**config.mk**
```make
export PLATFORM = sky130hd
export DESIGN_NAME = pixel_hit_position_decoder
export DESIGN_NICKNAME = d
export VERILOG_FILES = /design/src/phpd_pkg.sv /design/src/pixel_hit_position_decoder.sv
export SDC_FILE = /design/constraint.sdc
export NUM_CORES = 1
export LEC_CHECK = 0
export BUFFER_PORTS_ARGS = -buffer_cell sky130_fd_sc_hd__buf_2
export CORE_UTILIZATION = 40
export CTS_CLUSTER_DIAMETER = 30
export CTS_CLUSTER_SIZE = 24
export DETAILED_ROUTE_END_ITERATION = 8
export SLEW_MARGIN = 20
export SYNTH_ARGS = -nofsm -noshare
export SYNTH_HDL_FRONTEND = slang
export SYNTH_SLANG_ARGS = --single-unit
```
**constraint.sdc**
```tcl
create_clock -name clk -period 19.54 [get_ports clk]
set_clock_uncertainty 0.15 [all_clocks]
set_input_delay 0.977 -clock clk [delete_from_list [all_inputs] [get_ports clk]]
set_output_delay 0.977 -clock clk [all_outputs]
set_load 0.005 [all_outputs]
```
**src/phpd_pkg.sv**
```systemverilog
// Pixel hit position decoder: shared types, decode constants and module alignment tables.
// No dependencies.
`timescale 1ns / 1ps

package phpd_pkg;

	// Lengths in units of 1e-5 cm, two's complement, one bit wider than the ports
	typedef logic signed [23:0] pos_t;

	// Partition and front end split out of the millions digit group
	typedef struct packed {
		logic [1:0] part;
		logic [3:0] fe;
	} id_split_t;

	// Identifier decode
	localparam int unsigned DEC_STEP  = 1000000;  // one front end step in the id
	localparam int unsigned DEC_MAX_Q = 33;       // largest id / 10^6 in 25 bits
	localparam logic [20:0] ROW_RECIP = 21'd1073742; // ceil(2^30 / 1000)
	localparam int unsigned ROW_SHIFT = 30;
	localparam logic [19:0] ROW_DIV   = 20'd1000;

	// Pixel geometry, units of 1e-5 cm
	localparam logic [23:0] COL_PITCH = 24'd2500;
	localparam logic [23:0] EDGE_HALF = 24'd2250;
	localparam logic [23:0] ROW_TOP   = 24'd167750;
	localparam logic [23:0] ROW_PITCH = 24'd500;

	// Per-module terms: position = local + OFS, where OFS already holds the
	// negated alignment offset and the round-to-nearest (ties up) correction.
	localparam pos_t OFS_X [16] = '{
		-24'sd69920, -24'sd61061, -24'sd70348, -24'sd70358,
		-24'sd70431, -24'sd61495, -24'sd68615, -24'sd69723,
		-24'sd73643, -24'sd62413, -24'sd68630, -24'sd67493,
		24'sd0, 24'sd0, 24'sd0, 24'sd0
	};
	localparam pos_t OFS_Y [16] = '{
		24'sd238, -24'sd554, 24'sd3060, 24'sd3799,
		24'sd232, 24'sd2163, 24'sd6703, 24'sd3097,
		-24'sd114, -24'sd696, -24'sd1550, -24'sd4918,
		24'sd0, 24'sd0, 24'sd0, 24'sd0
	};
	localparam pos_t Z_REF [16] = '{
		-24'sd13000, 24'sd52000, 24'sd241200, 24'sd309000,
		24'sd510000, 24'sd579000, 24'sd779000, 24'sd846000,
		24'sd1046200, 24'sd1117000, 24'sd1316200, 24'sd1385000,
		24'sd0, 24'sd0, 24'sd0, 24'sd0
	};

	// id / 10^6 (0..33) into partition (tens) and front end (units)
	function automatic id_split_t split_q(input logic [5:0] q);
		id_split_t s;
		s.part = (q >= 6'd30) ? 2'd3 : (q >= 6'd20) ? 2'd2 : (q >= 6'd10) ? 2'd1 : 2'd0;
		s.fe   = 4'(q - 6'(s.part) * 6'd10);
		return s;
	endfunction

endpackage

```
**src/pixel_hit_position_decoder.sv**
```systemverilog
// Pixel hit position decoder top level: four-register pipeline from hit id to position.
// Depends on phpd_pkg for constants, alignment tables and the id split function.
`timescale 1ns / 1ps

// Usage
//   Hit channel: detector_id with hit_valid / hit_ready. One decimal-packed id per transfer.
//   Result channel: decoded fields, x/y/z position and valid_res with res_valid / res_ready.
//   Every hit gives exactly one result, in order.
// Throughput: one hit per clock. Each stage moves whenever the stage after it is empty
//   or moving, so bubbles close up and a new hit is taken in every cycle the result
//   side keeps up.
// Stages: stage 1 splits off id / 10^6, stage 2 forms the row with a reciprocal multiply,
//   stage 3 forms the column and range checks, the output register holds the
//   position.
// Stall: while res_ready is low the result holds; the stages behind it keep filling,
//   and hit_ready drops only once all four registers hold a result.
// Reset: arst_n clears all stage valid bits; the pipeline comes up empty and ready.
// Out-of-range ids still report their decoded fields, with valid_res low and a zero
//   position.
module pixel_hit_position_decoder #(
	parameter int NUM_MODULES   = 12,
	parameter int ROWS_PER_CHIP = 336,
	parameter int COLS_PER_CHIP = 80
) (
	input  logic               clk,
	input  logic               arst_n,
	input  logic               hit_valid,
	output logic               hit_ready,
	input  logic        [24:0] detector_id,
	output logic               res_valid,
	input  logic               res_ready,
	output logic        [1:0]  partition,
	output logic        [2:0]  front_end,
	output logic        [3:0]  module_index,
	output logic        [9:0]  pixel_row,
	output logic        [10:0] module_column,
	output logic signed [22:0] x_pos,
	output logic signed [22:0] y_pos,
	output logic signed [22:0] z_pos,
	output logic               valid_res
);

	localparam logic [9:0] ROWS_LIM = 10'(ROWS_PER_CHIP);
	localparam logic [9:0] COLS_LIM = 10'(COLS_PER_CHIP);
	localparam logic [4:0] MODS_LIM = 5'(NUM_MODULES);

	// Stage valid bits and flow control
	logic v_s1, v_s2, v_s3, res_valid_q;
	logic rdy_out, rdy_s3, rdy_s2;

	assign rdy_out   = !res_valid_q || res_ready;
	assign rdy_s3    = !v_s3 || rdy_out;
	assign rdy_s2    = !v_s2 || rdy_s3;
	assign hit_ready = !v_s1 || rdy_s2;

	always_ff @(posedge clk or negedge arst_n) begin
		if (!arst_n) begin
			v_s1        <= 1'b0;
			v_s2        <= 1'b0;
			v_s3        <= 1'b0;
			res_valid_q <= 1'b0;
		end else begin
			if (hit_ready) v_s1 <= hit_valid;
			if (rdy_s2)    v_s2 <= v_s1;
			if (rdy_s3)    v_s3 <= v_s2;
			if (rdy_out)   res_valid_q <= v_s3;
		end
	end

	// Stage 1: find id / 10^6 by comparing against every multiple, keep the remainder
	logic [5:0]  q_d;
	logic [24:0] base_d;
	logic [5:0]  q_s1;
	logic [19:0] rem_s1;

	always_comb begin
		q_d    = '0;
		base_d = '0;
		for (int k = 1; k <= phpd_pkg::DEC_MAX_Q; k++) begin
			if (detector_id >= 25'(k * phpd_pkg::DEC_STEP)) begin
				q_d    = 6'(k);
				base_d = 25'(k * phpd_pkg::DEC_STEP);
			end
		end
	end

	always_ff @(posedge clk) begin
		if (hit_ready) begin
			q_s1   <= q_d;
			rem_s1 <= 20'(detector_id - base_d);
		end
	end

	// Stage 2: partition / front end from the quotient, row = rem / 1000 by reciprocal
	phpd_pkg::id_split_t split_d;
	logic [40:0] row_prod;
	logic [1:0]  part_s2;
	logic [3:0]  fe_s2;
	logic [9:0]  row_s2;
	logic [19:0] rem_s2;

	assign split_d  = phpd_pkg::split_q(q_s1);
	assign row_prod = 41'(rem_s1) * 41'(phpd_pkg::ROW_RECIP);

	always_ff @(posedge clk) begin
		if (rdy_s2) begin
			part_s2 <= split_d.part;
			fe_s2   <= split_d.fe;
			row_s2  <= row_prod[phpd_pkg::ROW_SHIFT +: 10];
			rem_s2  <= rem_s1;
		end
	end

	// Stage 3: column, module, stitched column and range checks
	logic [19:0] col_full;
	logic [9:0]  col_d;
	logic [4:0]  mod_d;
	logic        valid_d;
	logic [1:0]  part_s3;
	logic [3:0]  fe_s3;
	logic [4:0]  mod_s3;
	logic [9:0]  row_s3;
	logic [9:0]  col_s3;
	logic [10:0] mcol_s3;
	logic        valid_s3;

	assign col_full = rem_s2 - 20'(row_s2) * phpd_pkg::ROW_DIV;
	assign col_d    = col_full[9:0];
	assign mod_d    = {1'b0, part_s2, 2'b00} + 5'(fe_s2[3:1]);
	assign valid_d  = (part_s2 != 2'd3) && (fe_s2 <= 4'd7) &&
			(row_s2 != 10'd0) && (row_s2 <= ROWS_LIM) &&
			(col_d != 10'd0) && (col_d <= COLS_LIM) && (mod_d < MODS_LIM);

	always_ff @(posedge clk) begin
		if (rdy_s3) begin
			part_s3  <= part_s2;
			fe_s3    <= fe_s2;
			mod_s3   <= mod_d;
			row_s3   <= row_s2;
			col_s3   <= col_d;
			mcol_s3  <= 11'(col_d) + (fe_s2[0] ? 11'd0 : 11'(COLS_PER_CHIP));
			valid_s3 <= valid_d;
		end
	end

	// Output stage: local position, front end orientation, module offsets
	logic [9:0]  col_steps;
	logic        edge_col;
	logic [23:0] col_mag;
	logic [23:0] xl, yl, gx, gy, xg, yg;

	assign col_steps = fe_s3[0] ? (COLS_LIM - col_s3) : (col_s3 - 10'd1);
	assign edge_col  = (col_s3 == COLS_LIM);
	assign col_mag   = 24'(col_steps) * phpd_pkg::COL_PITCH;

	always_comb begin
		// Odd front ends count columns leftward from the edge, even ones rightward
		if (fe_s3[0]) begin
			xl = 24'd0 - col_mag - (edge_col ? phpd_pkg::EDGE_HALF : 24'd0);
		end else begin
			xl = col_mag + phpd_pkg::EDGE_HALF + (edge_col ? phpd_pkg::COL_PITCH : 24'd0);
		end
		yl = phpd_pkg::ROW_TOP - 24'(row_s3 - 10'd1) * phpd_pkg::ROW_PITCH;
		case (fe_s3) inside
			4'd0, 4'd1: begin
				gx = 24'd0 - yl;
				gy = xl;
			end
			4'd2, 4'd3: begin
				gx = yl;
				gy = xl;
			end
			4'd4, 4'd5: begin
				gx = 24'd0 - xl;
				gy = 24'd0 - yl;
			end
			default: begin
				gx = 24'd0 - xl;
				gy = yl;
			end
		endcase
		xg = gx + phpd_pkg::OFS_X[mod_s3[3:0]];
		yg = gy + phpd_pkg::OFS_Y[mod_s3[3:0]];
	end

	logic [1:0]         partition_q;
	logic [2:0]         front_end_q;
	logic [3:0]         module_index_q;
	logic [9:0]         pixel_row_q;
	logic [10:0]        module_column_q;
	logic signed [22:0] x_pos_q, y_pos_q, z_pos_q;
	logic               valid_res_q;

	always_ff @(posedge clk) begin
		if (rdy_out) begin
			partition_q     <= part_s3;
			front_end_q     <= fe_s3[2:0];
			module_index_q  <= mod_s3[3:0];
			pixel_row_q     <= row_s3;
			module_column_q <= mcol_s3;
			valid_res_q     <= valid_s3;
			// Drop the position of an out-of-range id to zero
			x_pos_q <= valid_s3 ? xg[22:0] : '0;
			y_pos_q <= valid_s3 ? yg[22:0] : '0;
			z_pos_q <= valid_s3 ? phpd_pkg::Z_REF[mod_s3[3:0]][22:0] : '0;
		end
	end

	assign res_valid     = res_valid_q;
	assign partition     = partition_q;
	assign front_end     = front_end_q;
	assign module_index  = module_index_q;
	assign pixel_row     = pixel_row_q;
	assign module_column = module_column_q;
	assign x_pos         = x_pos_q;
	assign y_pos         = y_pos_q;
	assign z_pos         = z_pos_q;
	assign valid_res     = valid_res_q;

	// Checks
	a_invalid_zero: assert property (@(posedge clk) disable iff (!arst_n)
		(res_valid && !valid_res) |-> (x_pos == '0 && y_pos == '0 && z_pos == '0))
		else $error("invalid hit carries a nonzero position");

	a_valid_ranges: assert property (@(posedge clk) disable iff (!arst_n)
		(res_valid && valid_res) |-> (pixel_row != 10'd0 && pixel_row <= ROWS_LIM &&
			5'(module_index) < MODS_LIM && partition != 2'd3))
		else $error("valid hit with a field out of range");

	a_s3_hold: assert property (@(posedge clk) disable iff (!arst_n)
		(v_s3 && !rdy_out) |=> (v_s3 && $stable(col_s3) && $stable(mod_s3)))
		else $error("stage 3 lost its item while the output was stalled");

	a_full_stall: assert property (@(posedge clk) disable iff (!arst_n)
		(v_s1 && v_s2 && v_s3 && res_valid_q && !res_ready) |-> !hit_ready)
		else $error("hit accepted while every stage is full and stalled");

endmodule

```
# Word level (Yosys, flattened, before mapping)
# Memories as Yosys holds them, arrays and structs flattened. A register that Yosys moved wholly into a read port is not among the register bits.
# Cells that the tools add are included.
[classes] n_mul=5 n_lt_le_gt_ge=41 n_reduce_logical=22 n_eq_ne=7 add_sub_neg=17 bitwise=1 n_mux=82
[ops] operator="$mux 20" count=33
[ops] operator="$ge 25x25->1 const B" count=17
[ops] operator="$mux 23" count=10
[ops] operator="$ge 25x24->1 const B" count=8
[ops] operator="$mux 6" count=29
[ops] operator="$ge 25x23->1 const B" count=4
[ops] operator="$ge 25x22->1 const B" count=2
[ops] operator="$add 23x23->23" count=2
[ops] operator="$sub 1x23->23 const A" count=2
[ops] operator="$mul 20x20->39 const B" count=1
[ops] operator="$ge 25x20->1 const B" count=1
[ops] operator="$ge 25x21->1 const B" count=1
[ops] operator="$mul 24x7->21 const B" count=1
[ops] operator="$mux 12" count=2
[ops] operator="$add 22x12->23 const B" count=1
[ops] operator="$add 23x12->23" count=1
[ops] operator="$sub 1x22->23 const A" count=1
[ops] operator="$sub 18x23->23 const A" count=1
[ops] operator="$sub 23x13->23" count=1
[ops] operator="$mul 10x10->20 const B" count=1
[ops] operator="$reduce_bool 10->1" count=2
[ops] operator="$sub 20x20->20" count=1
[ops] operator="$ge 6x5->1 const B" count=2
[ops] operator="$add 10x7->11" count=1
[ops] operator="other kinds (29)" count=50
[totals] mem_bits_ro=1152 ff_bits=175 out_inout_bits=102 input_bits=29 wordCells=204 memories=3
[mem_list] name="(name not given)" words=16 word_bits=24 rd=1 rd_ports_with_merged_regs=1 wr=0 line_no="pixel_hit_position_decoder.sv:205" text="z_pos_q <= valid_s3 ? phpd_pkg::Z_REF[mod_s3[3:0]][22:0] : '0;"
[mem_list] name="(name not given)" words=16 word_bits=24 rd=1 rd_ports_with_merged_regs=0 wr=0 line_no="pixel_hit_position_decoder.sv:183" text="yg = gy + phpd_pkg::OFS_Y[mod_s3[3:0]];"
[mem_list] name="(name not given)" words=16 word_bits=24 rd=1 rd_ports_with_merged_regs=0 wr=0 line_no="pixel_hit_position_decoder.sv:182" text="xg = gx + phpd_pkg::OFS_X[mod_s3[3:0]];"

# Logic depth before layout (Yosys ltp)
[depth] word_depth=35 depth_mapped=42 mapped_depth_nobuf=41

# Worst setup path after synthesis
# Ideal clock, no wire load.
[synth_timing] path_type="reg2reg" from="register fe_s3[0]" to="register x_pos_q[22], in the netlist x_pos[22], data pin" required_ps=19128 slack_ps=10611 n_path_buf=3 setup_time_ps=262 arrival_time_ps=8517 stages_incl_launch_ff=41 synth_period_minus_slack_ps=8929 path_cell_list="edfxtp_1 buf_2 clkinv_1 clkbuf_1 buf_1 maj3_1 nor2_1 xor2_1 inv_1 fa_1 inv_1 ha_1 inv_1 fa_1 inv_1 ha_1 ha_1 ha_1 [5 not listed] ha_1 inv_1 a21oi_1 o21a_1 a211oi_1 or3_1 xor2_1 a21oi_1 nor4_4 xnor2_1 a211oi_1 nor2_1 ha_1 and3_1 a31o_2 o41ai_1 nand2b_1 mux2i_1"
[synth_between] elab_chain_cells=9 elab_cells_between_ends=17 classes_between="add/sub: 6; mul: 1; eq/ne: 3; mux: 4; reduce/logical: 3"
[synth_lines] item="start, declared" line_no="pixel_hit_position_decoder.sv:120" text="logic [3:0] fe_s3;"
[synth_lines] item="start signal, assigned" line_no="pixel_hit_position_decoder.sv:137" text="fe_s3 <= fe_s2;"
[synth_lines] item="$mux 10" line_no="pixel_hit_position_decoder.sv:152" text="assign col_steps = fe_s3[0] ? (COLS_LIM - col_s3) : (col_s3 - 10'd1);"
[synth_lines] item="$mul 10x10->20" line_no="pixel_hit_position_decoder.sv:154" text="assign col_mag = 24'(col_steps) * phpd_pkg::COL_PITCH;"
[synth_lines] item="$add 22x12->23 / $sub 1x22->23 (equally long branches)" line_no="pixel_hit_position_decoder.sv:161, pixel_hit_position_decoder.sv:159"
[synth_lines] item="$add 23x12->23 / $sub 23x13->23 (equally long branches)" line_no="pixel_hit_position_decoder.sv:161, pixel_hit_position_decoder.sv:159"
[synth_lines] item="$mux 23" line_no="pixel_hit_position_decoder.sv:158" text="if (fe_s3[0]) begin"
[synth_lines] item="$sub 1x23->23" line_no="pixel_hit_position_decoder.sv:174, pixel_hit_position_decoder.sv:178"
[synth_lines] item="$mux 23" line_no="pixel_hit_position_decoder.sv:164" text="case (fe_s3) inside"
[synth_lines] item="$mux 23 (*)" line_no="pixel_hit_position_decoder.sv:164"
[synth_lines] item="$add 23x23->23 (*)" line_no="pixel_hit_position_decoder.sv:182"
[synth_lines] item="end signal, assigned" line_no="pixel_hit_position_decoder.sv:203" text="x_pos_q <= valid_s3 ? xg[22:0] : '0;"
[synth_lines] item="end, declared" line_no="pixel_hit_position_decoder.sv:191" text="logic signed [22:0] x_pos_q, y_pos_q, z_pos_q;"
# Every way passes the cells marked *; elsewhere a longest branch is shown, timed or not.
# A chain may end at the register's enable or synchronous reset.

# Final worst setup path
[layout_timing] from="register row_s3[0]" to="register y_pos_q[22], in the netlist y_pos[22], data pin"
[layout_between] elab_chain_cells=8
[layout_lines] item="start, declared" line_no="pixel_hit_position_decoder.sv:122" text="logic [9:0] row_s3;"
[layout_lines] item="start signal, assigned" line_no="pixel_hit_position_decoder.sv:139" text="row_s3 <= row_s2;"
[layout_lines] item="$sub 10x1->11 (*)" line_no="pixel_hit_position_decoder.sv:163" text="yl = phpd_pkg::ROW_TOP - 24'(row_s3 - 10'd1) * phpd_pkg::ROW_PITCH;"
[layout_lines] item="$mul 24x7->21 (*)" line_no="pixel_hit_position_decoder.sv:163"
[layout_lines] item="$sub 18x23->23 (*)" line_no="pixel_hit_position_decoder.sv:163"
[layout_lines] item="$sub 1x23->23" line_no="pixel_hit_position_decoder.sv:175" text="gy = 24'd0 - yl;"
[layout_lines] item="$mux 23 (*) (3 in series)" line_no="pixel_hit_position_decoder.sv:164"
[layout_lines] item="$add 23x23->23 (*)" line_no="pixel_hit_position_decoder.sv:183"
[layout_lines] item="end signal, assigned" line_no="pixel_hit_position_decoder.sv:204" text="y_pos_q <= valid_s3 ? yg[22:0] : '0;"
[layout_lines] item="end, declared" line_no="pixel_hit_position_decoder.sv:191"
# Marked as above.

==> parameters.txt <==
Parameter                              Value

Clock network
  Worst-Skew Late Latency ... 490 ps
  TritonCTS clock tree ... yes
  Number of gates resized after CTS ... 0
  Number of buffers on the longest clock path ... 2
  Root buffer cell ... sky130_fd_sc_hd__clkbuf_16
  Number of clock buffers inserted by TritonCTS ... 17
  CTS Hold Bufs ... 0
  Clock slew at reported path FFs ... 80 ps
  Deepest level of the CTS H-tree ... 4
  Buffers inserted by post-CTS timing repair ... 0
  Clock sinks ... between 150 and 200

STA
  Final slew viol count ... 0
  Aggregate negative setup slack ... 0 ps
  Transition at the pin with the smallest max-transition slack ... roughly 940 ps
  Final Critical Period ... between 9000 and 10000 ps
  Final worst-path cycle share ... around half
  Max Fclk ... ~0.10 GHz
  Setup-failing EPs final ... 0
  Headroom to the max-slew limit ... 36.2%
  Endpoints failing hold ... 0
  Setup repair after global routing missed its margin ... no

Worst setup path
  Class of the most critical setup path ... reg2reg
  Critical Path Fanout Max ... 6
  Reg-to-reg endpoint ... y_pos[22]
  Startpoint kind of the worst setup timing path ... flip-flop
  Launching point of the worst reg2reg path ... row_s3[0]
  Arrival time at the worst endpoint ... a little under 10000 ps
  Worst setup EP type ... flip-flop
  Most frequent cell on the critical path ... sky130_fd_sc_hd__inv_1
  Register-to-register setup slack ... 9930 ps
  Largest stage delay on the critical path ... around 660 ps
  Data required time of the critical path ... about 20000 ps
  Highest-delay cell along the critical path ... sky130_fd_sc_hd__a2111oi_0
  Worst-case reg-to-reg path depth ... 29

Logic synthesis
  Cell types with the largest area share after synthesis ... sky130_fd_sc_hd__edfxtp_1 22%, sky130_fd_sc_hd__ha_1 20%, sky130_fd_sc_hd__fa_1 12%
  Dominant register cell in the synthesized netlist ... sky130_fd_sc_hd__edfxtp_1
  Mux cell area share after synthesis ... less than 1%
  XOR/XNOR Fraction of Synth Area ... 7.16%
  Area of the mapped netlist ... between 0.02 and 0.025 mm2
  Fraction of the mapped netlist area in adder cells ... 31.6%
  Yosys warnings ... 0
  Synth Area in Compound Gates ... between 10% and 20%
  Count of flip-flops with a built-in enable after synthesis ... between 150 and 200
  Share of synthesized area occupied by flip-flops and latches ... between 20% and 30%
  Average instance area after synthesis ... ~9.1 um2
  Post-synth top area share ... between 20% and 30%
  Post-synthesis async set-or-reset flop share ... 2.15%
  Area share of and/or/nand/nor cells after synthesis ... between 10% and 20%
  Synth area leader ... sky130_fd_sc_hd__edfxtp_1
  Cell count after synthesis ... 2749
  Combinational family with the most area after synthesis ... adder cells
  Count of distinct cell types in the synthesized netlist ... 109
  Number of storage elements in the synthesis netlist ... around 190

Global routing
  Congestion Overflow GR ... 0
  Wire length of the first global-routing pass ... about 110000 um
  Number of antenna violations at the first check in global routing ... 0
  Vias in the first global route ... around 20000
  Maximum number of pins on one net before global-route repair ... 87
  Gr usage total ... 21.3%

Min path
  Class of the tightest hold or removal check ... in2async

Floorplan
  Boundary Pins ... approximately 130
  Die Span X ... around 250 um
  Die Area ... ~0.063 mm2
  Die height ... 252 um
  Row count ... between 90 and 100
  Core Region ... roughly 0.06 mm2
  Starting utilization of the core area ... about two fifths

Final layout
  Fill cell instance count of the final layout ... between 6000 and 7000
  Share of layout cells above drive strength 1 ... under 10%
  Post-synthesis to final-layout area growth ... 8.35%
  Non-filler instance count after layout ... between 3000 and 4000
  Number of nets in the layout ... between 3000 and 4000

Place
  Total placed cells including tap cells ... about 3600
  Buffers on Ports ... between 100 and 150
  Detailed placer's ending HPWL ... about 54000 um
  Placer Congestion ... about 0.91

Route
  1st-pass router iterations ... 5
  # DRC ... 0
  Remaining number of nets flagged by the antenna check after routing ... 0
  Vias per std cell ... around 5.4
  Average wire per standard cell ... 18.0 um
  Sum of routed wire length over all layers ... between 60000 and 70000 um
  Via count ... between 15000 and 20000
  Number of DRC markers after the initial detailed-route iteration ... around 1200

Run status
  Result of the run ... completed

Flow run
  Max cap viols ... 0
[sequential cells by signal, indices dropped and copies added (netlist names), 3 cells and up]
| register | flops |
|---|---|
| q_s1 | 6 |
| row_s3 | 10 |
| rem_s2 | 10 |
| y_pos | 23 |
| x_pos | 23 |
| col_s3 | 10 |
| module_column | 11 |
| rem_s1 | 20 |
| z_pos | 19 |
| mcol_s3 | 7 |
| row_s2 | 10 |
| fe_s3 | 4 |
| pixel_row | 10 |
| fe_s2 | 4 |
| module_index | 3 |
[per-stage QoR]
step | hold slack (ps) | setup slack (ps) | area [um2] | utilization (%)
after floorplan | 250 | 10610 | 25000 | -
after CTS | 105 | 9480 | 27000 | 43.7
after detailed placement | 262 | 9510 | 26300 | 42.7
final | 134 | 9930 | 27000 | 43.8
after global routing | 102 | 9130 | 27000 | 43.8
after global placement | 258 | 9690 | 26300 | 42.7
[placed cells by master (no fill, tap or decap), types with 13 or more instances in the layout]
cell type,n
sky130_fd_sc_hd__nor2b_1,35
sky130_fd_sc_hd__buf_2,127
sky130_fd_sc_hd__xnor2_1,123
sky130_fd_sc_hd__a31oi_1,27
sky130_fd_sc_hd__a21oi_1,168
sky130_fd_sc_hd__or2_2,18
sky130_fd_sc_hd__o21a_1,37
sky130_fd_sc_hd__nand2_1,153
sky130_fd_sc_hd__ha_1,396
sky130_fd_sc_hd__mux2i_1,15
sky130_fd_sc_hd__nor4_1,24
sky130_fd_sc_hd__nor3_1,40
sky130_fd_sc_hd__nand3_1,44
sky130_fd_sc_hd__a211oi_1,13
sky130_fd_sc_hd__o31ai_1,19
sky130_fd_sc_hd__nand4_1,14
sky130_fd_sc_hd__edfxtp_1,182
sky130_fd_sc_hd__inv_1,405
sky130_fd_sc_hd__nor2_1,182
sky130_fd_sc_hd__a21o_1,56
sky130_fd_sc_hd__a21boi_0,20
sky130_fd_sc_hd__o21ai_0,138
sky130_fd_sc_hd__and2_1,41
sky130_fd_sc_hd__clkbuf_16,17
sky130_fd_sc_hd__fa_1,146
sky130_fd_sc_hd__o211ai_1,19
sky130_fd_sc_hd__and3_1,16
sky130_fd_sc_hd__nand2b_1,28
sky130_fd_sc_hd__xor2_1,74
[cell families after synthesis]
group	after synthesis
buffers and inverters	500
xor gates and xnor gates	200
other	1
DFF	186
and+or+nand+nor	681
adders and majority gates	543
AOI/OAI and AO/OA	619
muxes	19
[final cells by class]
type,instances,area (um2),area share [%]
clock buffer,17,425,1.57
antenna,1,2.50,0.00926
clock inverter,15,219,0.810
inverter,411,1550,5.72
sequential,186,5570,20.6
multi-input combinational,2065,17500,64.6
timing repair buffer,141,764,2.83
tap,837,1050,3.87
[cell usage after synthesis, types with 7 or more instances]
cell / number
sky130_fd_sc_hd__a31oi_1: 27
sky130_fd_sc_hd__fa_1: 146
sky130_fd_sc_hd__nor2b_1: 35
sky130_fd_sc_hd__xor2_1: 74
sky130_fd_sc_hd__nand4_1: 14
sky130_fd_sc_hd__o41ai_1: 12
sky130_fd_sc_hd__buf_4: 7
sky130_fd_sc_hd__and3_1: 16
sky130_fd_sc_hd__or4_1: 8
sky130_fd_sc_hd__a211oi_1: 13
sky130_fd_sc_hd__and2_1: 41
sky130_fd_sc_hd__a21oi_1: 168
sky130_fd_sc_hd__inv_1: 406
sky130_fd_sc_hd__nor4_1: 24
sky130_fd_sc_hd__nor2_1: 183
sky130_fd_sc_hd__a21boi_0: 20
sky130_fd_sc_hd__o21ai_0: 138
sky130_fd_sc_hd__and3b_1: 9
sky130_fd_sc_hd__a211o_1: 7
sky130_fd_sc_hd__mux2i_1: 15
sky130_fd_sc_hd__o31ai_1: 19
sky130_fd_sc_hd__o211ai_1: 19
sky130_fd_sc_hd__ha_1: 396
sky130_fd_sc_hd__or2_2: 18
sky130_fd_sc_hd__nand3_1: 44
sky130_fd_sc_hd__nor3_1: 40
sky130_fd_sc_hd__xnor2_1: 123
sky130_fd_sc_hd__o21bai_1: 11
sky130_fd_sc_hd__a21o_1: 56
sky130_fd_sc_hd__buf_1: 11
sky130_fd_sc_hd__o21a_1: 37
sky130_fd_sc_hd__clkbuf_1: 66
sky130_fd_sc_hd__edfxtp_1: 182
sky130_fd_sc_hd__nand2_1: 154
sky130_fd_sc_hd__and4_1: 10
sky130_fd_sc_hd__nor3b_1: 12
sky130_fd_sc_hd__or3_1: 10
sky130_fd_sc_hd__nand2b_1: 28
sky130_fd_sc_hd__o31a_1: 10
[worst max path at each step]
stage,startpoint,end,slack (ps),cells after the start
after floorplan,fe_s3[0],x_pos[22],10610,40
final,row_s3[0],y_pos[22],9930,29
after detailed placement,fe_s3[0],x_pos[22],9510,37
after CTS,fe_s3[0],x_pos[22],9480,38
after global placement,fe_s3[0],x_pos[22],9690,38
after global routing,col_s3[2],y_pos[22],9130,35
[per-layer routing]
layer / vias to the layer above / routed length [um] / track usage [%]
met5: - / 0 / 0
met4: 0 / 2260 / 8.45
met3: 127 / 3030 / 2.96
met2: 581 / 31900 / 36.3
met1: 9497 / 29100 / 27.2
li1: 9729 / - / -
[worst max-delay path, delay by kind of cell, from the launching register on]
| family | cells | cell delay [ps] |
|---|---|---|
| fa+ha+maj | 7 | 3160 |
| compound gates | 8 | 2290 |
| xor+xnor | 5 | 1370 |
| simple gates | 4 | 1090 |
| buf+inv | 5 | 690 |
| flops | 1 | 600 |
Power is left out: the tool's default activity adds up to more than one toggle a clock period on the data nets, which glitch-free logic cannot reach.
